### config.mk
export PLATFORM = sky130hd
export DESIGN_NAME = sha1_block_compression
export DESIGN_NICKNAME = d
export VERILOG_FILES = /design/src/rtl/sha1bc_pkg.sv /design/src/rtl/sha1bc_sched.sv /design/src/rtl/sha1bc_round.sv /design/src/rtl/sha1_block_compression.sv
export VERILOG_INCLUDE_DIRS = /design/src /design/src/rtl
export SDC_FILE = /design/constraint.sdc
export NUM_CORES = 2
export LEC_CHECK = 0
export ABC_CLOCK_PERIOD_IN_PS = 21500
export BUFFER_PORTS_ARGS = -buffer_cell sky130_fd_sc_hd__buf_2
export CORE_UTILIZATION = 40
export CTS_CLUSTER_DIAMETER = 40
export CTS_CLUSTER_SIZE = 12
export DETAILED_ROUTE_END_ITERATION = 12
export GPL_ROUTABILITY_DRIVEN = 0
export GPL_TIMING_DRIVEN = 0
export SLEW_MARGIN = 30
export SYNTH_ARGS = -nofsm -noshare
export SYNTH_HDL_FRONTEND = slang
export SYNTH_SLANG_ARGS = --single-unit
### constraint.sdc
create_clock -name clock -period 21.5 [get_ports clock]
set_input_delay 1.075 -clock clock [delete_from_list [all_inputs] [get_ports clock]]
set_output_delay 1.075 -clock clock [all_outputs]
set_load 0.02 [all_outputs]
### src/rtl/sha1_block_compression_macros.svh
// ----------------------------------------------------------------------------
// SHA-1 block compression assertion macros
// Clocked assertion helpers shared by the SHA-1 compression RTL.
// ----------------------------------------------------------------------------
`ifndef SHA1_BLOCK_COMPRESSION_MACROS_SVH
`define SHA1_BLOCK_COMPRESSION_MACROS_SVH

// check an implication on every clock edge outside reset
`define SHA1BC_ASSERT(lbl, prop, msg) \
   lbl: assert property (@(posedge clock) disable iff (reset) (prop)) else $error(msg);

// check that a condition never holds outside reset
`define SHA1BC_NEVER(lbl, cond, msg) \
   `SHA1BC_ASSERT(lbl, !(cond), msg)

`endif

### src/rtl/sha1bc_pkg.sv
// ----------------------------------------------------------------------------
// SHA-1 block compression package
// Word type, control structs and fixed SHA-1 constants.
// ----------------------------------------------------------------------------
package sha1bc_pkg;

   typedef logic [31:0] word_type;

   localparam int DIGEST_WORDS = 5;
   localparam int BLOCK_WORDS  = 16;
   localparam int TOTAL_ROUNDS = 80;

   localparam word_type INIT_CHAIN [DIGEST_WORDS] = '{
      32'h67452301, 32'hEFCDAB89, 32'h98BADCFE, 32'h10325476, 32'hC3D2E1F0
   };

   localparam word_type GROUP_CONST [4] = '{
      32'h5A827999, 32'h6ED9EBA1, 32'h8F1BBCDC, 32'hCA62C1D6
   };

   localparam logic [1:0] GRP_CHOOSE  = 2'd0;
   localparam logic [1:0] GRP_PARITY1 = 2'd1;
   localparam logic [1:0] GRP_MAJOR   = 2'd2;
   localparam logic [1:0] GRP_PARITY2 = 2'd3;

   // schedule window control
   typedef struct packed {
      logic load;   // shift in a message word
      logic step;   // shift in the next expanded word
   } sched_ctl_type;

   // round unit control
   typedef struct packed {
      logic       init;   // copy chaining words into working words
      logic       step;   // run one round
      logic [1:0] group;  // round group selects function and constant
   } round_ctl_type;

endpackage

### src/rtl/sha1bc_sched.sv
// ----------------------------------------------------------------------------
// SHA-1 message schedule window
// Sixteen-word shift line; the oldest tap feeds the round, the recurrence
// taps produce the next expanded word.
// ----------------------------------------------------------------------------
module sha1bc_sched (
   input  logic                      clock,
   input  sha1bc_pkg::sched_ctl_type ctl,
   input  sha1bc_pkg::word_type      message_word,
   output sha1bc_pkg::word_type      round_word
);

   sha1bc_pkg::word_type win_ff [sha1bc_pkg::BLOCK_WORDS];
   sha1bc_pkg::word_type win_in [sha1bc_pkg::BLOCK_WORDS];
   sha1bc_pkg::word_type mix;
   sha1bc_pkg::word_type expand;

   assign mix        = win_ff[2] ^ win_ff[7] ^ win_ff[13] ^ win_ff[15];
   assign expand     = {mix[30:0], mix[31]};
   assign round_word = win_ff[15];

   always_comb begin
      for (int k = 0; k < sha1bc_pkg::BLOCK_WORDS; k++) begin
         win_in[k] = win_ff[k];
      end
      if (ctl.load || ctl.step) begin
         for (int k = 1; k < sha1bc_pkg::BLOCK_WORDS; k++) begin
            win_in[k] = win_ff[k-1];
         end
         win_in[0] = ctl.load ? message_word : expand;
      end
   end

   always_ff @(posedge clock) begin
      win_ff <= win_in;
   end

endmodule

### src/rtl/sha1bc_round.sv
// ----------------------------------------------------------------------------
// SHA-1 round unit
// Five working words and the shared round adder, one round per cycle.
// ----------------------------------------------------------------------------
module sha1bc_round (
   input  logic                      clock,
   input  sha1bc_pkg::round_ctl_type ctl,
   input  sha1bc_pkg::word_type      chain_words   [sha1bc_pkg::DIGEST_WORDS],
   input  sha1bc_pkg::word_type      round_word,
   output sha1bc_pkg::word_type      working_words [sha1bc_pkg::DIGEST_WORDS]
);

   sha1bc_pkg::word_type work_ff [sha1bc_pkg::DIGEST_WORDS];
   sha1bc_pkg::word_type work_in [sha1bc_pkg::DIGEST_WORDS];
   sha1bc_pkg::word_type mix;
   sha1bc_pkg::word_type tmp;
   sha1bc_pkg::word_type a_rot;
   sha1bc_pkg::word_type b_rot;

   always_comb begin
      case (ctl.group)
         sha1bc_pkg::GRP_CHOOSE:
            mix = (work_ff[1] & work_ff[2]) | (~work_ff[1] & work_ff[3]);
         sha1bc_pkg::GRP_MAJOR:
            mix = (work_ff[1] & work_ff[2]) | (work_ff[1] & work_ff[3])
                | (work_ff[2] & work_ff[3]);
         default:
            mix = work_ff[1] ^ work_ff[2] ^ work_ff[3];
      endcase
   end

   assign a_rot = {work_ff[0][26:0], work_ff[0][31:27]};
   assign b_rot = {work_ff[1][1:0], work_ff[1][31:2]};
   assign tmp   = a_rot + mix + work_ff[4] + round_word + sha1bc_pkg::GROUP_CONST[ctl.group];

   always_comb begin
      work_in = work_ff;
      if (ctl.init) begin
         work_in = chain_words;
      end else if (ctl.step) begin
         work_in[4] = work_ff[3];
         work_in[3] = work_ff[2];
         work_in[2] = b_rot;
         work_in[1] = work_ff[0];
         work_in[0] = tmp;
      end
   end

   always_ff @(posedge clock) begin
      work_ff <= work_in;
   end

   assign working_words = work_ff;

endmodule

### src/rtl/sha1_block_compression.sv
// ----------------------------------------------------------------------------
// SHA-1 block compression
// Word-serial SHA-1 compression with chaining and digest readout.
// ----------------------------------------------------------------------------
// Feed padded blocks as sixteen big-endian words on the req_ channel. Set
// req_start_message on the first word of a message to reload the initial
// chaining values; a start word in mid-block drops the partial block.
// On the sixteenth word the block drops req_ready and runs 80 rounds, one
// per cycle in the shared round adder, then folds the working words into
// the chaining words in its add state before it takes the next block.
// If req_final_block was set on the sixteenth word, the five digest words
// follow on the rsp_ channel, index 0 first, digest_last on index 4; each
// word holds until rsp_ready takes it, and req_ready stays low until the
// last one is taken. The chaining words then return to the initial values.
// Synchronous reset loads the initial chaining values and clears the word
// count, round count and sequencer; the block is ready the cycle after.
// ----------------------------------------------------------------------------
`include "sha1_block_compression_macros.svh"

module sha1_block_compression (
   input  logic        clock,
   input  logic        reset,
   input  logic        req_valid,
   output logic        req_ready,
   input  logic [31:0] req_message_word,
   input  logic        req_start_message,
   input  logic        req_final_block,
   output logic        rsp_valid,
   input  logic        rsp_ready,
   output logic [31:0] rsp_digest_word,
   output logic [2:0]  rsp_digest_index,
   output logic        rsp_digest_last
);

   localparam logic [1:0] S_LOAD  = 2'd0;
   localparam logic [1:0] S_ROUND = 2'd1;
   localparam logic [1:0] S_ADD   = 2'd2;
   localparam logic [1:0] S_EMIT  = 2'd3;

   localparam logic [6:0] LAST_ROUND = 7'(sha1bc_pkg::TOTAL_ROUNDS - 1);
   localparam logic [3:0] LAST_WORD  = 4'(sha1bc_pkg::BLOCK_WORDS - 1);
   localparam logic [2:0] LAST_INDEX = 3'(sha1bc_pkg::DIGEST_WORDS - 1);

   logic [1:0] state_ff, state_in;
   logic [3:0] count_ff, count_in;
   logic [6:0] round_ff, round_in;
   logic [2:0] index_ff, index_in;
   logic       final_ff, final_in;
   sha1bc_pkg::word_type chain_ff [sha1bc_pkg::DIGEST_WORDS];
   sha1bc_pkg::word_type chain_in [sha1bc_pkg::DIGEST_WORDS];
   sha1bc_pkg::word_type work     [sha1bc_pkg::DIGEST_WORDS];
   sha1bc_pkg::word_type round_word;

   sha1bc_pkg::sched_ctl_type sched_ctl;
   sha1bc_pkg::round_ctl_type round_ctl;

   logic       req_take;
   logic       rsp_take;
   logic [3:0] pos;

   assign req_ready = (state_ff == S_LOAD);
   assign req_take  = req_valid && req_ready;
   assign rsp_valid = (state_ff == S_EMIT);
   assign rsp_take  = rsp_valid && rsp_ready;
   assign pos       = req_start_message ? 4'd0 : count_ff;

   assign rsp_digest_word  = chain_ff[index_ff];
   assign rsp_digest_index = index_ff;
   assign rsp_digest_last  = (index_ff == LAST_INDEX);

   always_comb begin
      sched_ctl.load  = req_take;
      sched_ctl.step  = (state_ff == S_ROUND);
      round_ctl.init  = req_take && (pos == LAST_WORD);
      round_ctl.step  = (state_ff == S_ROUND);
      if (round_ff < 7'd20) begin
         round_ctl.group = sha1bc_pkg::GRP_CHOOSE;
      end else if (round_ff < 7'd40) begin
         round_ctl.group = sha1bc_pkg::GRP_PARITY1;
      end else if (round_ff < 7'd60) begin
         round_ctl.group = sha1bc_pkg::GRP_MAJOR;
      end else begin
         round_ctl.group = sha1bc_pkg::GRP_PARITY2;
      end
   end

   always_comb begin
      state_in = state_ff;
      count_in = count_ff;
      round_in = round_ff;
      index_in = index_ff;
      final_in = final_ff;
      chain_in = chain_ff;
      case (state_ff)
         S_LOAD: begin
            if (req_take) begin
               if (req_start_message) begin
                  chain_in = sha1bc_pkg::INIT_CHAIN;
               end
               if (pos == LAST_WORD) begin
                  count_in = 4'd0;
                  round_in = 7'd0;
                  final_in = req_final_block;
                  state_in = S_ROUND;
               end else begin
                  count_in = pos + 4'd1;
               end
            end
         end
         S_ROUND: begin
            if (round_ff == LAST_ROUND) begin
               round_in = 7'd0;
               state_in = S_ADD;
            end else begin
               round_in = round_ff + 7'd1;
            end
         end
         S_ADD: begin
            for (int k = 0; k < sha1bc_pkg::DIGEST_WORDS; k++) begin
               chain_in[k] = chain_ff[k] + work[k];
            end
            index_in = 3'd0;
            state_in = final_ff ? S_EMIT : S_LOAD;
         end
         S_EMIT: begin
            if (rsp_take) begin
               if (index_ff == LAST_INDEX) begin
                  chain_in = sha1bc_pkg::INIT_CHAIN;
                  index_in = 3'd0;
                  state_in = S_LOAD;
               end else begin
                  index_in = index_ff + 3'd1;
               end
            end
         end
         default: begin
            state_in = S_LOAD;
         end
      endcase
   end

   always_ff @(posedge clock) begin
      if (reset) begin
         state_ff <= S_LOAD;
         count_ff <= 4'd0;
         round_ff <= 7'd0;
         index_ff <= 3'd0;
         final_ff <= 1'b0;
         chain_ff <= sha1bc_pkg::INIT_CHAIN;
      end else begin
         state_ff <= state_in;
         count_ff <= count_in;
         round_ff <= round_in;
         index_ff <= index_in;
         final_ff <= final_in;
         chain_ff <= chain_in;
      end
   end

   sha1bc_sched u_sched (
      .clock        (clock),
      .ctl          (sched_ctl),
      .message_word (req_message_word),
      .round_word   (round_word)
   );

   sha1bc_round u_round (
      .clock         (clock),
      .ctl           (round_ctl),
      .chain_words   (chain_ff),
      .round_word    (round_word),
      .working_words (work)
   );

   `SHA1BC_NEVER(a_no_overlap, req_ready && rsp_valid, "input and digest channels both active")
   `SHA1BC_ASSERT(a_round_range, (state_ff != S_ROUND) || (round_ff <= LAST_ROUND), "round count out of range")
   `SHA1BC_ASSERT(a_round_done, (state_ff == S_ROUND && round_ff == LAST_ROUND) |=> (state_ff == S_ADD), "compression did not end after last round")
   `SHA1BC_ASSERT(a_chain_restore, (rsp_take && rsp_digest_last) |=> (chain_ff[0] == sha1bc_pkg::INIT_CHAIN[0] && state_ff == S_LOAD), "chaining words not restored after digest")
   `SHA1BC_ASSERT(a_index_range, (state_ff != S_EMIT) || (index_ff <= LAST_INDEX), "digest index out of range")

endmodule
# Yosys cells after proc, flatten, opt, wreduce, memory -nomap -nowiden
# Cells that the tools add are included.
# Widths: inputs -> output; s select.
[op_classes] add_sub_neg=12 magnitude_cmp=5 eq_ne=13 mux=34 bitwise_logic=15 reduce_logical=16
[op_table] op="$mux 160" count=6
[op_table] op="$pmux 160 s3" count=1
[op_table] op="$add 32x32->32" count=9
[op_table] op="$mux 32" count=5
[op_table] op="$xor 32x32->32" count=5
[op_table] op="$and 32x32->32" count=4
[op_table] op="$bmux 32 s3" count=1
[op_table] op="$or 32x32->32" count=3
[op_table] op="$bmux 32 s2" count=1
[op_table] op="$pmux 32 s2" count=1
[op_table] op="$not 32->32" count=1
[op_table] op="$mux 7" count=3
[op_table] op="$mux 2" count=8
[op_table] op="$lt 7x6->1 const B" count=2
[op_table] op="$pmux 7 s2" count=1
[op_table] op="$ne 2x1->1 const B" count=5
[op_table] op="$reduce_and 5->1" count=2
[op_table] op="$mux 4" count=2
[op_table] op="$pmux 2 s4" count=1
[op_table] op="$add 7x1->7 const B" count=1
[op_table] op="$eq 7x7->1 const B" count=1
[op_table] op="$lt 7x5->1 const B" count=1
[op_table] op="$eq 2x2->1 const B" count=3
[op_table] op="$mux 3" count=2
[op_table] op="other kinds (19)" count=26
[totals] ff_bits=849 in_bits=38 out_inout_bits=38

# Longest topological paths before layout
[logic_depth] ltp_word=12 mapped_depth=27 ltp_nobuf=25

# Hierarchy
# Synthesis repeated with hierarchy kept, for this count alone.
[unflattened] cells_unflattened=3787 area_unflattened_um2=43729.4
[modules_own_cells] mod="sha1bc_sched" instances=1 cells_each=712 area_per_inst_um2=16844.9 seq_area_each_um2=15374.7
[modules_own_cells] mod="sha1_block_compression" instances=1 cells_each=1859 area_per_inst_um2=14631.5 seq_area_each_um2=3543.4
[modules_own_cells] mod="sha1bc_round" instances=1 cells_each=1216 area_per_inst_um2=12253.0 seq_area_each_um2=4804.6

# Least setup slack after synthesis
# No wires, ideal clock.
[synth_timing] path_kind="input to register" from="in req_valid" to="reg u_sched.win_ff (netlist bit u_sched.round_word[0]) (enable)" arrival_time_ns=22.294 required_ns=20.102 slack_ns=-2.191 stages=2 n_path_buf=0 cell_sequence="nor2_1 > nor2_1"
[synth_via] elab_chain_cells=2
[synth_lines] element="start, declared" line="sha1_block_compression.sv:23" source="input logic req_valid,"
[synth_lines] element="$logic_and 1x1->1" line="sha1_block_compression.sv:62" source="assign req_take = req_valid && req_ready;"
[synth_lines] element="$logic_or 1x1->1" line="sha1bc_sched.sv:26" source="if (ctl.load || ctl.step) begin"
[synth_lines] element="end signal, assigned" line="sha1bc_sched.sv:35" source="win_ff <= win_in;"
[synth_lines] element="end, declared" line="sha1bc_sched.sv:13" source="sha1bc_pkg::word_type win_ff [sha1bc_pkg::BLOCK_WORDS];"
# No other way between the ends.
# A chain may end at the register's enable or synchronous reset.

==> impl_metrics.env <==
export IMPL_status="completed"
export IMPL_hold_depth=0
export IMPL_multiInputGateArea_um2=17800
export IMPL_row_count=119
export IMPL_post_cts_resized=0
export IMPL_nets=4356
export IMPL_clock_latency_ns=0.74
export IMPL_reg2reg_depth=24
export IMPL_grt_first_pass_wirelength_um=180000
export IMPL_track_usage_pct=22.7
export IMPL_final_cell_mix="edfxtp_1, nand2_1, inv_1, nor2_1, o21ai_0"
export IMPL_ioPinCount=76
export IMPL_min_delay_start="u_sched.win_ff[375]"
export IMPL_die_x_um=330
export IMPL_cts_tree="done"
export IMPL_hold_end="u_sched.win_ff[343]"
export IMPL_p_int_uw=3310
export IMPL_synth_top_cell_area_share_pct=46.9
export IMPL_syn_nets=4110
export IMPL_p_leak_uw=0.0196
export IMPL_die_height_um=330
export IMPL_grt_max_degree=26
export IMPL_power_density_nw_per_um2=84.3
export IMPL_avgSynthCellArea_um2=11.5
export IMPL_post_drt_wl_per_cell_um=22.3
export IMPL_ys_seq_area_share_pct=55.1
export IMPL_seqPwrFrac_pct=43.7
export IMPL_drc_errors=0
export IMPL_area_growth_pct=17.8
export IMPL_worst_pin_slew_ns=1.04
export IMPL_max_cap_violations=0
export IMPL_timing_final_ws_setup_ns=13.80
export IMPL_core_um2=106000
export IMPL_overflow=0
export IMPL_synth_area_um2=43000
export IMPL_fillerInstances=9480
export IMPL_fin_crit_sh_pct=35.8
export IMPL_initialDrtViolationCount=3145
export IMPL_synth_edf_count=672
export IMPL_r2r_end="u_round.working_words[157]"
export IMPL_portBuffers=74
export IMPL_fin_setup_tns_ns=0
export IMPL_detailed_place_hpwl_um=93400
export IMPL_ant_nets=0
export IMPL_vias_per_cell=5.43
export IMPL_drive_above_1_share_pct=8.97
export IMPL_antenna_found_initial=1
export IMPL_synthFlopType="edfxtp_1"
export IMPL_path_max_fanout=10
export IMPL_peakVddDrop_uv=68.7
export IMPL_hold_viol=0
export IMPL_fin_crit_ns=7.70
export IMPL_vias=29800
export IMPL_synthArstFlopShare_pct=0
export IMPL_synth_top_area_cell="edfxtp_1"
export IMPL_cp_startpoint="round_ff[4]"
export IMPL_critPathCaptureType="register"
export IMPL_required_ns=21.97
export IMPL_synth_warnings=0
export IMPL_clock_fmax_mhz=130
export IMPL_finalClockSkew_ns=0.0307
export IMPL_cts_setup_buffers=0
export IMPL_synthTopCellsByArea="edfxtp_1, dfxtp_1, fa_1"
export IMPL_clk_pin_slew_ns=0.06
export IMPL_clockBufferDepth=3
export IMPL_ctsHoldBuffers=0
export IMPL_root_buffer="clkbuf_16"
export IMPL_startpoint_type="register"
export IMPL_r2r_start="round_ff[4]"
export IMPL_switchingPower_uw=968
export IMPL_cts_made_buffers=135
export IMPL_cts_sinks=849
export IMPL_h_tree_depth=4
export IMPL_dp_slack_ns=13.84
export IMPL_rsz0062_at_grt="no"
export IMPL_grt_pass1_vias=29000
export IMPL_maxSlewHeadroom_pct=30.8
export IMPL_firstDrtPassIters=5
export IMPL_drt_total_wl_um=123000
export IMPL_path_class="register to register"
export IMPL_setup_viol=0
export IMPL_clkPwrFrac_pct=51.5
export IMPL_start_util_pct=40.6
export IMPL_seq_area_um2=23700
export IMPL_maxSlewViolCount=0
export IMPL_final_common_cell="edfxtp_1"
export IMPL_switching_share_pct=22.7
export IMPL_rrSetupSlack_ns=13.80
export IMPL_synth_cell_types=76
export IMPL_synth_cells=3752
export IMPL_hold_path_class="register to register"
export IMPL_cp_arrival_ns=8.17
export IMPL_ys_seq_elements=849
export IMPL_p_comb_share_pct=4.8
export IMPL_die_area_um2=109000
## how the worst max path moves through the flow
stage                                      end  slack [ns]  depth (start not counted)
finish              u_round.working_words[157]       13.80                         24
CTS                 u_round.working_words[157]       13.83                         25
global placement            u_sched.win_ff[89]        1.50                          3
global route        u_round.working_words[159]       13.34                         25
detailed placement  u_round.working_words[157]       13.84                         25
floorplan                u_sched.round_word[0]        6.51                          2
## critical path: stages, from the launching register on
cell	delay, ns
dfxtp_1	0.34
and3_1	0.25
or3_1	0.35
clkbuf_1	0.35
nand2_1	0.49
clkbuf_2	0.51
nor2_1	0.08
nor2_1	0.39
fa_1	0.51
fa_1	0.51
fa_1	0.40
inv_1	0.07
ha_1	0.22
inv_1	0.08
fa_1	0.46
nor2b_1	0.12
o21ai_0	0.10
a21oi_1	0.38
o31ai_1	0.19
a2111oi_1	0.73
o2111ai_1	0.32
nand3b_1	0.22
a31oi_1	0.11
xor2_1	0.16
a21oi_1	0.08
## synthesized netlist by cell type (all sizes together), types with 6 or more instances
cell     instances
a2111oi          6
a211o            8
a211oi          19
a21boi           7
a21o            95
a21oi          222
a22oi           49
a31oi           12
and2             9
and3            19
buf             14
clkbuf         120
dfxtp          177
edfxtp         672
fa             125
ha             195
inv            288
mux2i           84
nand2          389
nand2b          67
nand3           29
nand4           19
nor2           252
nor2b           24
nor3            27
nor3b            6
nor4             6
o211ai           6
o21a            23
o21ai          300
o21bai          22
o221ai          21
o22ai           89
or2              9
or3             17
xnor2          187
xor2            74
## through the flow
stage	area [µm²]	hold WS [ns]	total power (µW)	utilization, %	instances
final	50700	0.391	4270	47.8	5494
after global placement	45100	0.400	2110	42.6	5217
after global routing	50700	0.401	4410	47.8	5493
after floorplan	43000	0.400	2050	-	3752
after detailed placement	46100	0.405	2110	43.5	5252
after CTS	50700	0.392	4310	47.8	5493
## registers in the layout (all words and copies together), names as in the netlist
name                   count
count_ff                   4
chain_ff                 160
state_ff                   2
round_ff                   7
rsp_digest_index           3
u_round.working_words    160
u_sched.round_word        32
final_ff                   1
u_sched.win_ff           480
## power groups by stage
stage | Sequential [µW] | Combinational (µW) | Clock [µW]
global placement | 1930 | 186 | 0
finish | 1870 | 205 | 2200
global route | 1870 | 227 | 2310
detailed placement | 1900 | 205 | 0
floorplan | 1910 | 134 | 0
CTS | 1870 | 207 | 2240
## cell type report
cell class | count | share of cell area, %
buffer | 134 | 1.02
multi-input combinational | 2481 | 35.0
timing repair buffer | 109 | 2.52
inverter | 288 | 2.13
tap | 1391 | 3.43
clock buffer | 158 | 7.12
antenna | 1 | 0.00493
clock inverter | 83 | 2.00
sequential | 849 | 46.8
## metal layers
metal  part of all wire (%)  vias to the layer above  global-route usage [%]
li1                       -                    14000                       -
met1                     44                    14500                    31.8
met2                     43                     1070                    33.7
met3                    7.4                      260                    3.85
met4                    5.0                        0                    11.5
met5                      0                        -                       0
## kinds of logic after synthesis
group	after synthesis	share of synthesized area (%)
multiplexers	85	1.98
XOR/XNOR	261	5.31
adder cells (fa/ha/maj)	320	11.5
flip-flops	849	55.1
buffers and inverters	422	3.68
AO/OA/AOI/OAI	927	13.3
AND/OR/NAND/NOR	888	9.13
(Power assumes the default switching activity.)
